**src/rtl/tdi_pkg.sv**
```systemverilog
// Shared types and constants for the timestamp domain interpolator.
package tdi_pkg;

    localparam int unsigned DEV_W   = 32;
    localparam int unsigned HOST_W  = 63;
    localparam int unsigned MAP_W   = 64;
    localparam int unsigned STAT_W  = 3;
    localparam int unsigned PROD_W  = HOST_W + DEV_W;
    localparam int unsigned CNT_W   = 7;
    localparam logic [CNT_W-1:0] MUL_LAST = CNT_W'(DEV_W - 1);
    localparam logic [CNT_W-1:0] DIV_LAST = CNT_W'(PROD_W - 1);
    localparam logic signed [20:0] NS_PER_MS = 21'sd1000000;

    localparam logic OP_RECORD = 1'b0;
    localparam logic OP_QUERY  = 1'b1;

    localparam logic [STAT_W-1:0] ST_EMPTY   = 3'd0;
    localparam logic [STAT_W-1:0] ST_SINGLE  = 3'd1;
    localparam logic [STAT_W-1:0] ST_INTERP  = 3'd2;
    localparam logic [STAT_W-1:0] ST_ZSPAN   = 3'd3;
    localparam logic [STAT_W-1:0] ST_OUTSIDE = 3'd4;

    typedef struct packed {
        logic              op;
        logic [DEV_W-1:0]  device_time_ms;
        logic [HOST_W-1:0] host_time_ns;
    } t_req;

    typedef struct packed {
        logic [MAP_W-1:0]  mapped_time_ns;
        logic [STAT_W-1:0] map_status;
    } t_rsp;

    typedef struct packed {
        logic capture;
        logic rec;
        logic rd_first;
        logic rd_next;
        logic latch_prev;
        logic set_empty;
        logic single_mul;
        logic single_add;
        logic set_newest;
        logic set_zspan;
        logic mul_init;
        logic mul_step;
        logic div_step;
        logic finish;
        logic load_out;
    } t_cmd;

    typedef struct packed {
        logic op;
        logic cnt_zero;
        logic cnt_one;
        logic bracket;
        logic span_zero;
        logic age_last;
    } t_sts;

endpackage

```
**src/rtl/tdi_ctrl.sv**
```systemverilog
// Sequencer for record and query requests of the timestamp interpolator.
module tdi_ctrl import tdi_pkg::*; (
    input  logic i_clk,
    input  logic i_rst_n,
    input  logic i_valid,
    input  logic i_stall,
    input  t_sts i_sts,
    output logic o_stall,
    output logic o_valid,
    output t_cmd o_cmd
);

    localparam logic [3:0] S_IDLE = 4'd0;
    localparam logic [3:0] S_REC  = 4'd1;
    localparam logic [3:0] S_Q    = 4'd2;
    localparam logic [3:0] S_S1   = 4'd3;
    localparam logic [3:0] S_S1B  = 4'd4;
    localparam logic [3:0] S_P0   = 4'd5;
    localparam logic [3:0] S_CMP  = 4'd6;
    localparam logic [3:0] S_MUL  = 4'd7;
    localparam logic [3:0] S_DIV  = 4'd8;
    localparam logic [3:0] S_FIN  = 4'd9;
    localparam logic [3:0] S_DONE = 4'd10;

    logic [3:0]       r_state, n_state;
    logic [CNT_W-1:0] r_cnt, n_cnt;
    logic             r_valid, n_valid;

    always_comb begin
        n_state = r_state;
        n_cnt   = r_cnt;
        n_valid = r_valid && i_stall;
        o_cmd   = '0;
        case (r_state)
            S_IDLE: begin
                if (i_valid) begin
                    o_cmd.capture = 1'b1;
                    n_state = S_Q;
                    if (i_sts.op == OP_RECORD) begin
                        n_state = S_REC;
                    end
                end
            end
            S_REC: begin
                o_cmd.rec = 1'b1;
                n_state = S_IDLE;
            end
            S_Q: begin
                if (i_sts.cnt_zero) begin
                    o_cmd.set_empty = 1'b1;
                    n_state = S_DONE;
                end else begin
                    o_cmd.rd_first = 1'b1;
                    n_state = i_sts.cnt_one ? S_S1 : S_P0;
                end
            end
            S_S1: begin
                o_cmd.single_mul = 1'b1;
                n_state = S_S1B;
            end
            S_S1B: begin
                o_cmd.single_add = 1'b1;
                n_state = S_DONE;
            end
            S_P0: begin
                o_cmd.latch_prev = 1'b1;
                o_cmd.rd_next = 1'b1;
                n_state = S_CMP;
            end
            S_CMP: begin
                if (i_sts.bracket) begin
                    if (i_sts.span_zero) begin
                        o_cmd.set_zspan = 1'b1;
                        n_state = S_DONE;
                    end else begin
                        o_cmd.mul_init = 1'b1;
                        n_cnt = '0;
                        n_state = S_MUL;
                    end
                end else if (i_sts.age_last) begin
                    o_cmd.set_newest = 1'b1;
                    n_state = S_DONE;
                end else begin
                    o_cmd.latch_prev = 1'b1;
                    o_cmd.rd_next = 1'b1;
                end
            end
            S_MUL: begin
                o_cmd.mul_step = 1'b1;
                n_cnt = r_cnt + 1'b1;
                if (r_cnt == MUL_LAST) begin
                    n_cnt = '0;
                    n_state = S_DIV;
                end
            end
            S_DIV: begin
                o_cmd.div_step = 1'b1;
                n_cnt = r_cnt + 1'b1;
                if (r_cnt == DIV_LAST) begin
                    n_state = S_FIN;
                end
            end
            S_FIN: begin
                o_cmd.finish = 1'b1;
                n_state = S_DONE;
            end
            S_DONE: begin
                if (!r_valid || !i_stall) begin
                    o_cmd.load_out = 1'b1;
                    n_valid = 1'b1;
                    n_state = S_IDLE;
                end
            end
            default: begin
                n_state = S_IDLE;
            end
        endcase
    end

    always_ff @(posedge i_clk) begin
        if (!i_rst_n) begin
            r_state <= S_IDLE;
            r_cnt   <= '0;
            r_valid <= 1'b0;
        end else begin
            r_state <= n_state;
            r_cnt   <= n_cnt;
            r_valid <= n_valid;
        end
    end

    assign o_stall = (r_state != S_IDLE);
    assign o_valid = r_valid;

endmodule

```
**src/rtl/tdi_dp.sv**
```systemverilog
// Datapath of the timestamp interpolator: pair ring, scan, multiply and divide.
module tdi_dp import tdi_pkg::*; #(
    parameter int unsigned PAIR_DEPTH = 20
) (
    input  logic i_clk,
    input  logic i_rst_n,
    input  t_req i_req,
    input  t_cmd i_cmd,
    output t_sts o_sts,
    output t_rsp o_rsp
);

    localparam int unsigned IW = (PAIR_DEPTH > 1) ? $clog2(PAIR_DEPTH) : 1;
    localparam int unsigned CW = $clog2(PAIR_DEPTH + 1);
    localparam int unsigned SW = CW + 1;

    logic [DEV_W-1:0]  mem_dev  [PAIR_DEPTH];
    logic [HOST_W-1:0] mem_host [PAIR_DEPTH];

    logic [IW-1:0]     r_oldest;
    logic [CW-1:0]     r_count;
    logic [IW-1:0]     r_age, n_age;
    logic [DEV_W-1:0]  r_qdev, r_rd_dev, r_prev_dev, r_dt;
    logic [HOST_W-1:0] r_qhost, r_rd_host, r_prev_host;
    logic signed [53:0] r_prod;
    logic [MAP_W-1:0]  r_res;
    logic [STAT_W-1:0] r_stat;
    logic              r_neg;
    logic [PROD_W-1:0] r_acc, r_mcand;
    logic [DEV_W-1:0]  r_mplier, r_rem;
    t_rsp              r_out;

    function automatic logic [IW-1:0] slot_of(input logic [IW-1:0] oldest,
                                              input logic [CW-1:0] age);
        logic [SW-1:0] s;
        s = SW'(oldest) + SW'(age);
        if (s >= SW'(PAIR_DEPTH)) begin
            s = s - SW'(PAIR_DEPTH);
        end
        return s[IW-1:0];
    endfunction

    logic [IW-1:0]      rd_slot, wr_slot;
    logic signed [32:0] off_ms;
    logic [DEV_W:0]     div_t;
    logic               div_ge;
    logic [HOST_W-1:0]  mag;

    always_comb begin
        n_age   = i_cmd.rd_first ? '0 : r_age + 1'b1;
        rd_slot = slot_of(r_oldest, CW'(n_age));
        wr_slot = slot_of(r_oldest, r_count);
        off_ms  = $signed({1'b0, r_qdev}) - $signed({1'b0, r_rd_dev});
        div_t   = {r_rem, r_acc[PROD_W-1]};
        div_ge  = (div_t >= {1'b0, r_dt});
        mag     = (r_rd_host < r_prev_host) ? (r_prev_host - r_rd_host)
                                            : (r_rd_host - r_prev_host);
    end

    // pair ring storage
    always_ff @(posedge i_clk) begin
        if (i_cmd.rec) begin
            mem_dev[wr_slot]  <= r_qdev;
            mem_host[wr_slot] <= r_qhost;
        end
        if (i_cmd.rd_first || i_cmd.rd_next) begin
            r_rd_dev  <= mem_dev[rd_slot];
            r_rd_host <= mem_host[rd_slot];
        end
    end

    always_ff @(posedge i_clk) begin
        if (!i_rst_n) begin
            r_oldest <= '0;
            r_count  <= '0;
        end else if (i_cmd.rec) begin
            if (r_count < CW'(PAIR_DEPTH)) begin
                r_count <= r_count + 1'b1;
            end else begin
                r_oldest <= slot_of(r_oldest, CW'(1));
            end
        end
    end

    always_ff @(posedge i_clk) begin
        if (i_cmd.capture) begin
            r_qdev  <= i_req.device_time_ms;
            r_qhost <= i_req.host_time_ns;
        end
        if (i_cmd.rd_first || i_cmd.rd_next) begin
            r_age <= n_age;
        end
        if (i_cmd.latch_prev) begin
            r_prev_dev  <= r_rd_dev;
            r_prev_host <= r_rd_host;
        end
        if (i_cmd.set_empty) begin
            r_res  <= '0;
            r_stat <= ST_EMPTY;
        end
        if (i_cmd.single_mul) begin
            r_prod <= off_ms * NS_PER_MS;
        end
        if (i_cmd.single_add) begin
            r_res  <= {1'b0, r_rd_host} + {{(MAP_W-54){r_prod[53]}}, r_prod};
            r_stat <= ST_SINGLE;
        end
        if (i_cmd.set_zspan) begin
            r_res  <= {1'b0, r_rd_host};
            r_stat <= ST_ZSPAN;
        end
        if (i_cmd.set_newest) begin
            r_res  <= {1'b0, r_rd_host};
            r_stat <= ST_OUTSIDE;
        end
        if (i_cmd.mul_init) begin
            r_neg    <= (r_rd_host < r_prev_host);
            r_mplier <= r_qdev - r_prev_dev;
            r_dt     <= r_rd_dev - r_prev_dev;
            r_acc    <= '0;
            r_rem    <= '0;
        end
        if (i_cmd.mul_init) begin
            r_mcand <= {DEV_W'(0), mag};
        end else if (i_cmd.mul_step) begin
            r_mcand <= {r_mcand[PROD_W-2:0], 1'b0};
        end
        if (i_cmd.mul_step) begin
            r_mplier <= {1'b0, r_mplier[DEV_W-1:1]};
            if (r_mplier[0]) begin
                r_acc <= r_acc + r_mcand;
            end
        end
        if (i_cmd.div_step) begin
            r_rem <= div_ge ? DEV_W'(div_t - {1'b0, r_dt}) : div_t[DEV_W-1:0];
            r_acc <= {r_acc[PROD_W-2:0], div_ge};
        end
        if (i_cmd.finish) begin
            r_res  <= r_neg ? ({1'b0, r_prev_host} - r_acc[MAP_W-1:0])
                            : ({1'b0, r_prev_host} + r_acc[MAP_W-1:0]);
            r_stat <= ST_INTERP;
        end
        if (i_cmd.load_out) begin
            r_out.mapped_time_ns <= r_res;
            r_out.map_status     <= r_stat;
        end
    end

    always_comb begin
        o_sts.op        = i_req.op;
        o_sts.cnt_zero  = (r_count == '0);
        o_sts.cnt_one   = (r_count == CW'(1));
        o_sts.bracket   = (r_qdev >= r_prev_dev) && (r_qdev <= r_rd_dev);
        o_sts.span_zero = (r_rd_dev == r_prev_dev);
        o_sts.age_last  = ((CW'(r_age) + 1'b1) == r_count);
    end

    assign o_rsp = r_out;

endmodule

```
**src/rtl/timestamp_domain_interpolator.sv**
```systemverilog
// Top level of the timestamp domain interpolator.
//
// Maps a device clock in milliseconds onto host time in nanoseconds from a
// ring of the newest PAIR_DEPTH recorded time pairs.
// Input channel i_valid / o_stall carries one request t_req: op 0 records a
// pair (no result), op 1 queries a device time (one result on o_rsp).
// Output channel o_valid / i_stall carries t_rsp, held in an output register.
// A request is taken only when the block is idle, so one request at a time.
// Interpolated query: a scan of the ring for the bracketing interval, one
// ring read a cycle on the single read port, then a shift-add multiply over
// the DEV_W multiplier bits, a restoring divide over the PROD_W product bits,
// one finishing add and one output load. A zero span or no bracketing
// interval ends the query after the scan.
// Reset (synchronous, active low) empties the ring; stored pairs are not
// cleared, they are simply not valid. While the receiver stalls, the result
// holds in the output register, the next request may still be taken, and
// that request's result waits in the datapath until the register frees.
module timestamp_domain_interpolator import tdi_pkg::*; #(
    parameter int unsigned PAIR_DEPTH = 20
) (
    input  logic i_clk,
    input  logic i_rst_n,
    input  logic i_valid,
    output logic o_stall,
    input  t_req i_req,
    output logic o_valid,
    input  logic i_stall,
    output t_rsp o_rsp
);

    t_cmd cmd;
    t_sts sts;

    // sequencer: steps each request through record, scan, multiply, divide
    tdi_ctrl u_ctrl (
        .i_clk   (i_clk),
        .i_rst_n (i_rst_n),
        .i_valid (i_valid),
        .i_stall (i_stall),
        .i_sts   (sts),
        .o_stall (o_stall),
        .o_valid (o_valid),
        .o_cmd   (cmd)
    );

    // datapath: ring memory, bracket compare and arithmetic units
    tdi_dp #(
        .PAIR_DEPTH (PAIR_DEPTH)
    ) u_dp (
        .i_clk   (i_clk),
        .i_rst_n (i_rst_n),
        .i_req   (i_req),
        .i_cmd   (cmd),
        .o_sts   (sts),
        .o_rsp   (o_rsp)
    );

endmodule
```
**config.mk**
```make
export PLATFORM = sky130hd
export DESIGN_NAME = timestamp_domain_interpolator
export DESIGN_NICKNAME = d
export VERILOG_FILES = /design/src/rtl/tdi_pkg.sv /design/src/rtl/tdi_ctrl.sv /design/src/rtl/tdi_dp.sv /design/src/rtl/timestamp_domain_interpolator.sv
export SDC_FILE = /design/constraint.sdc
export NUM_CORES = 2
export LEC_CHECK = 0
export BUFFER_PORTS_ARGS = -buffer_cell sky130_fd_sc_hd__buf_2
export CAP_MARGIN = 25
export CORE_ASPECT_RATIO = 0.6
export CORE_UTILIZATION = 35
export DETAILED_ROUTE_END_ITERATION = 16
export PLACE_DENSITY = 0.6
export RECOVER_POWER = 25
export SLEW_MARGIN = 20
export SYNTH_ARGS = -nofsm -noshare
export SYNTH_HDL_FRONTEND = slang
export SYNTH_SLANG_ARGS = --single-unit
```
**constraint.sdc**
```tcl
create_clock -name i_clk -period 9.25 [get_ports i_clk]
set_input_delay 0.4625 -clock i_clk [delete_from_list [all_inputs] [get_ports i_clk]]
set_output_delay 0.4625 -clock i_clk [all_outputs]
set_load 0.01 [all_outputs]
```
# ---- Word level (Yosys, flattened, before mapping)
# Memory sizes are Yosys's and may differ from the RTL's. A register that Yosys moved wholly into a read port is not among the register bits.
# Index checks and enable logic that the tools add are counted.
dict set report op_classes {
  magnitude_cmp 8
  n_eq_ne 22
  reduce_logical 21
  muxes 68
  bitwise_logic 1
  n_addsub 19
  mul 1
}
# op n
set ops {}
lappend ops {{2-to-1 mux 64 bit} 6}
lappend ops {{2-to-1 mux 95 bit} 4}
lappend ops {{2-to-1 mux 63 bit} 3}
lappend ops {{adder 63 x 64 -> 64 bit} 2}
lappend ops {{subtractor 63 bit} 2}
lappend ops {{2-to-1 mux 32 bit} 3}
lappend ops {{subtractor 32 bit} 3}
lappend ops {{adder 95 bit} 1}
lappend ops {{subtractor 63 x 64 -> 64 bit} 1}
lappend ops {{< comparator 63 bit} 1}
lappend ops {{2-to-1 mux 31 bit} 2}
lappend ops {{multiplier 33 x 15 -> 48 bit, second input constant} 1}
lappend ops {{one-hot mux 4 bit (9 select lines)} 1}
lappend ops {{>= comparator 33 x 32 -> 1 bit} 1}
lappend ops {{subtractor 32 x 32 -> 33 bit} 1}
lappend ops {{equality test 32 bit} 1}
lappend ops {{>= comparator 32 bit} 1}
lappend ops {{<= comparator 32 bit} 1}
lappend ops {{2-to-1 mux 4 bit} 8}
lappend ops {{2-to-1 mux 1 bit} 22}
lappend ops {{2-to-1 mux 7 bit} 3}
lappend ops {{one-hot mux 7 bit (3 select lines)} 1}
lappend ops {{2-to-1 mux 5 bit} 4}
lappend ops {{>= comparator 6 x 5 -> 1 bit, second input constant} 3}
lappend ops {{34 further kinds} 64}
dict set report word_totals {
  mem_count 2
  in_bits 100
  mem_bits_rw 1900
  register_bits 686
  output_inout_bits 69
  elab_cells 166
}
# memory words word_bits read_ports rd_clocked_by_memory_dff write_ports line_no
set memory_table {}
lappend memory_table {u_dp.mem_host 20 63 1 1 1 tdi_dp.sv:18} ;# logic [HOST_W-1:0] mem_host [PAIR_DEPTH];
lappend memory_table {u_dp.mem_dev 20 32 1 1 1 tdi_dp.sv:17} ;# logic [DEV_W-1:0] mem_dev [PAIR_DEPTH];

# ---- Longest topological paths before layout
dict set report depth {
  word_depth 9
  mapped_depth 35
}

# ---- Modules after synthesis
# Synthesis repeated with hierarchy kept, for this count alone.
dict set report unflattened {
  cells_unflattened 9668
  area_unflattened_um2 136225.7
}
# mod n_inst area_per_inst_um2 cells_per_inst
set modules_own_cells {}
lappend modules_own_cells {tdi_dp 1 135312.3 9551}
lappend modules_own_cells {tdi_ctrl 1 913.4 117}

# ---- Worst setup path after synthesis
# OpenSTA, ideal clock, no wires.
dict set report synth_path {
  kind {reg-to-reg}
  from {register u_dp.r_qdev[23]}
  to {register u_dp.r_age[0], enable pin}
  path_buffers 0
  setup_slack_ns 0.142
  setup_time_ns 0.416
  t_required_ns 8.834
  arrival_ns 8.692
  stages_incl_launch_ff 11
  path_cell_list {edfxtp_1 > ha_1 > a2111o_1 > o22a_1 > a21oi_1 > a311oi_1 > o22ai_1 > nor3_2 > nand3b_1 > a21oi_1 > or2_2}
}
dict set report synth_between {
  elab_chain_len 5
  word_cells_on_any_way 6
}
# item line_no
set synth_rtl {}
lappend synth_rtl {{start, declared} tdi_dp.sv:23} ;# logic [DEV_W-1:0] r_qdev, r_rd_dev, r_prev_dev, r_dt;
lappend synth_rtl {{start signal, assigned} tdi_dp.sv:87} ;# r_qdev <= i_req.device_time_ms;
lappend synth_rtl {{>= comparator 32 bit / <= comparator 32 bit (equally long branches)} tdi_dp.sv:153} ;# o_sts.bracket = (r_qdev >= r_prev_dev) && (r_qdev <= r_rd_dev);
lappend synth_rtl {{logical AND 1 bit (*)} tdi_dp.sv:153}
lappend synth_rtl {{2-to-1 mux 2 bit (*)} tdi_ctrl.sv:71} ;# if (i_sts.bracket) begin
lappend synth_rtl {{one-hot mux 2 bit (2 select lines) (*)} tdi_ctrl.sv:34} ;# case (r_state)
lappend synth_rtl {{logical OR 1 bit (*)} tdi_dp.sv:90} ;# if (i_cmd.rd_first || i_cmd.rd_next) begin
lappend synth_rtl {{end signal, assigned} tdi_dp.sv:91} ;# r_age <= n_age;
lappend synth_rtl {{end, declared} tdi_dp.sv:22} ;# logic [IW-1:0] r_age, n_age;
# Mark *: on every way between the ends. The rest lies on a longest branch, timed or not.
# A chain may end at the register's enable or synchronous reset.

# ---- Worst setup path after layout
dict set report layout_path {
  from {register u_dp.r_qdev[13]}
  to {register u_dp.r_prod[52] (data pin)}
}
dict set report layout_between {
  elab_chain_len 2
}
# item line_no
set layout_rtl {}
lappend layout_rtl {{subtractor 32 x 32 -> 33 bit} tdi_dp.sv:53} ;# off_ms = $signed({1'b0, r_qdev}) - $signed({1'b0, r_rd_dev});
lappend layout_rtl {{multiplier 33 x 15 -> 48 bit} tdi_dp.sv:102} ;# r_prod <= off_ms * NS_PER_MS;
lappend layout_rtl {{end signal, assigned} tdi_dp.sv:102}
lappend layout_rtl {{end, declared} tdi_dp.sv:25} ;# logic signed [53:0] r_prod;
# Every way passes these cells.

==> flow_metrics.py <==
metrics = {
    "status": {
        "outcome": "finished, final reports clean",
    },
    "sta": {
        "tightest_slew_ns": 1.44,
        "timing.fmax_mhz": 113,
        "hold_viol": 0,
        "fin_crit_sh_pct": 95.5,
        "period_minus_slack_ns": 8.83,
        "setup_viol": 0,
        "slew_headroom_pct": 4.04,
        "fin_skew_ns": 0.112,
        "slew_violations": 0,
    },
    "critical_path": {
        "cp-start-kind": "flip-flop",
        "critPathMaxStageDelay_ns": 0.93,
        "cp_max_fo": 22,
        "cp_slowest_cell": "edfxtp_1",
        "timing.rr.end": "u_dp.r_prod[52]",
        "reg2reg_slack_ns": 0.42,
        "critPathKind": "reg2reg",
        "cp_num_buf_inv": 2,
        "cp.required_ns": 9.91,
        "reg2reg_depth": 26,
        "path_delay_family": "adder cells",
        "reg2reg_from": "u_dp.r_qdev[13]",
        "end_kind": "flip-flop",
        "cp.arrival_ns": 9.49,
    },
    "die": {
        "ios": 169,
        "core_um2": 385000,
        "start_util_pct": 35.4,
        "die_y_um": 485,
        "rows": 176,
        "die-area_um2": 392000,
        "die_w_um": 807,
    },
    "cts": {
        "cts_tree": "yes",
        "numClockSinks": 2681,
        "cts-root-buf": "clkbuf_16",
        "cts_htree_levels": 4,
        "numCtsBuffers": 248,
        "cts_buffer_depth": 4,
        "worst_skew_pair.late_latency_ns": 0.97,
        "clkSlewWorstSetupHoldPaths_ns": 0.07,
    },
    "drt": {
        "wl_per_cell_um": 27.3,
        "drc": 0,
        "ant_nets": 0,
        "routed_wl_um": 420000,
        "vias": 87900,
        "drt_iter0_drc": 11800,
        "avgViaCountPerCell": 5.71,
        "drt-pass1-iter-count": 7,
    },
    "logic_synthesis": {
        "yosys-top-cells-area": "edfxtp_1 (56%), mux4_2 (9.4%), ha_1 (6.4%)",
        "ys_types": 104,
        "synth_warnings": 0,
        "synth_area_per_cell_um2": 13.9,
        "syn_nets": 10800,
        "synth-edff-count": 2528,
        "yosysTopAreaCell": "edfxtp_1",
        "async_flop_share_pct": 0,
        "synth.top_cell.area_share_pct": 55.7,
        "synthFlopType": "edfxtp_1",
        "synth_area_um2": 136000,
        "ys_seq_area_share_pct": 58.0,
        "ys_ff_latch": 2681,
        "netlist_instances": 9798,
    },
    "min_path": {
        "min_delay_path_depth": 2,
        "min_from": "i_rst_n",
        "hold_path_class": "in2reg",
        "min_to": "u_ctrl.r_state[1]",
    },
    "finish": {
        "multi_input_area_um2": 53700,
        "nets": 11000,
        "fin_util_pct": 39.6,
        "nFillCells": 35500,
        "syn2layout_area_growth_pct": 12.0,
        "regArea_um2": 79000,
        "drive_gt1_share_pct": 13.6,
    },
    "placement": {
        "gp_congestion": 0.968,
        "port-buffer-count": 168,
        "hpwlAfterDp_um": 279000,
    },
    "global_route": {
        "grt_start_max_net_pins": 145,
        "grt_first_pass_wirelength_um": 601000,
        "grt_pass1_vias": 84100,
        "antenna_found_initial": 27,
        "grt_usage_pct": 20.8,
        "grt.overflow.total": 0,
    },
    "run": {
        "drv_cap": 0,
    },
}
==> registers in the layout, summed over array words and instances (netlist names) <==
signal            flops
u_dp.r_prev_dev      32
u_dp.r_mplier        32
u_dp.r_mcand         95
u_dp.r_rd_dev        32
u_dp.r_age            5
u_dp.r_neg            1
u_dp.r_prod          48
u_dp.r_rd_host       63
u_dp.r_prev_host     63
u_dp.r_qhost         63
u_dp.r_rem           32
u_ctrl.o_valid        1
u_ctrl.r_cnt          7
u_dp.r_dt            32
u_dp.r_oldest         5
u_dp.r_res           64
u_dp.mem_dev        640
u_dp.o_rsp           67
u_dp.r_stat           3
u_dp.mem_host      1260
u_dp.r_acc           95
u_ctrl.r_state        4
u_dp.r_count          5
u_dp.r_qdev          32
==> metal layers <==
metal	global-route usage, %	vias to the layer above	wire length (µm)
met2	29.1	4173	172000
li1	-	38200	-
met1	33.2	45100	201000
met3	4.12	470	39400
met5	0.0735	-	21
met4	3.88	4	8070
==> layout by cell type, fill, tap and decap left out, drive strengths merged, types with 26 or more instances in the layout <==
cell and instances:
nor3 123, edfxtp 2528, xor2 156, ha 699, and3 53, a211oi 53, nand3 121, nand2 598
clkinv 109, buf 242, mux2 105, mux4 570, o21a 70, a31oi 73, mux2i 52, a221oi 38
nor2b 65, nand4 129, o31ai 58, o21ai 469, and2 41, a221o 27, dfxtp 153, o211ai 45
a22oi 69, dlygate4sd3 95, nor2 504, clkbuf 373, a21boi 26, or3 31, nand2b 57, a21oi 701
a21o 278, fa 158, o21bai 102, inv 606, xnor2 323
==> layout make-up <==
cell class                 count  share of cell area (%)
multi-input combinational   6104                    35.2
sequential                  2681                    51.8
antenna                        3                 0.00492
clock inverter               151                   0.925
clock buffer                 297                    4.30
timing repair buffer         414                    2.02
inverter                     598                    1.47
tap                         5162                    4.24
==> Yosys cell counts (44+ instances only) <==
cell and number:
o211ai_1 45, nor2_1 503, nor3_1 120, nand4_1 129, and3_1 53, o31ai_1 55, clkbuf_1 351, nand3_1 121
o21ai_0 386, edfxtp_1 2528, nand2b_1 57, o21a_1 70, a21oi_1 697, a21o_1 278, o21bai_1 102, a211oi_1 52
buf_2 44, xor2_1 156, dfxtp_1 153, nor2b_1 65, a22oi_1 69, a31oi_1 71, nand2_1 597, mux4_2 570
ha_1 699, inv_1 595, o21ai_1 83, xnor2_1 322, mux2_2 103, mux2i_1 52, fa_1 158
==> cells by family after synthesis <==
family	after synthesis	share of synthesized area, %
xor+xnor	479	3.09
simple gates	1832	6.29
flops	2681	58.0
fa+ha+maj	857	8.75
compound gates	2209	10.4
mux	727	10.7
buf+inv	1013	2.84
==> through the flow <==
stage / cells / setup WS, ns / hold WS [ns] / TNS [ns] / instance area, µm²
final: 15400 / 0.421 / 0.128 / 0 / 152000
after global routing: 15400 / -0.0121 / 0.110 / -0.0121 / 152000
after CTS: 15400 / 0.477 / 0.0736 / 0 / 153000
after detailed placement: 14900 / 0.533 / 0.405 / 0 / 144000
after global placement: 14900 / 0.553 / 0.405 / 0 / 144000
after floorplan: 9798 / 0.142 / 0.400 / 0 / 136000
==> worst reg2reg max path, cell delays in order, from the launching register on <==
cell and delay [ns]:
edfxtp_1 0.93, ha_1 0.44, nand2_1 0.08, nor2_1 0.05, and2_1 0.20, o2111a_1 0.19, o41a_1 0.42, a21oi_1 0.30
o21bai_1 0.14, a2111oi_1 0.58, nor2_1 0.13, xnor2_1 0.62, ha_1 0.38, inv_1 0.09, fa_1 0.41, fa_1 0.51
fa_1 0.43, fa_1 0.49, inv_1 0.04, ha_1 0.29, ha_1 0.24, nor3_1 0.45, o2111ai_1 0.37, nand2_1 0.21
a21oi_1 0.11, a221o_1 0.32, xor2_1 0.15
==> worst max path at each step <==
stage	cells past startpoint	to	start	slack, ns
after detailed placement	33	u_dp.r_prod[53]	u_dp.r_qdev[1]	0.53
after floorplan	10	u_dp.r_age[0]	u_dp.r_qdev[23]	0.14
after global placement	29	u_dp.r_prod[53]	u_dp.r_qdev[12]	0.55
after global routing	33	u_dp.r_prod[53]	u_dp.r_qdev[1]	-0.01
after CTS	33	u_dp.r_prod[53]	u_dp.r_qdev[1]	0.48
final	26	u_dp.r_prod[52]	u_dp.r_qdev[13]	0.42
==> what timing repair did <==
action | 4_1_cts | 5_1_grt
hold buffers | 95 | 0
endpoints found under the hold margin | 95 | 0
buffers inserted | 0 | 1
setup endpoints to repair | 0 | 5
gates resized for setup | 0 | 3
Power is left out: the tool's default activity adds up to more than one toggle a clock period on the data nets, which glitch-free logic cannot reach.
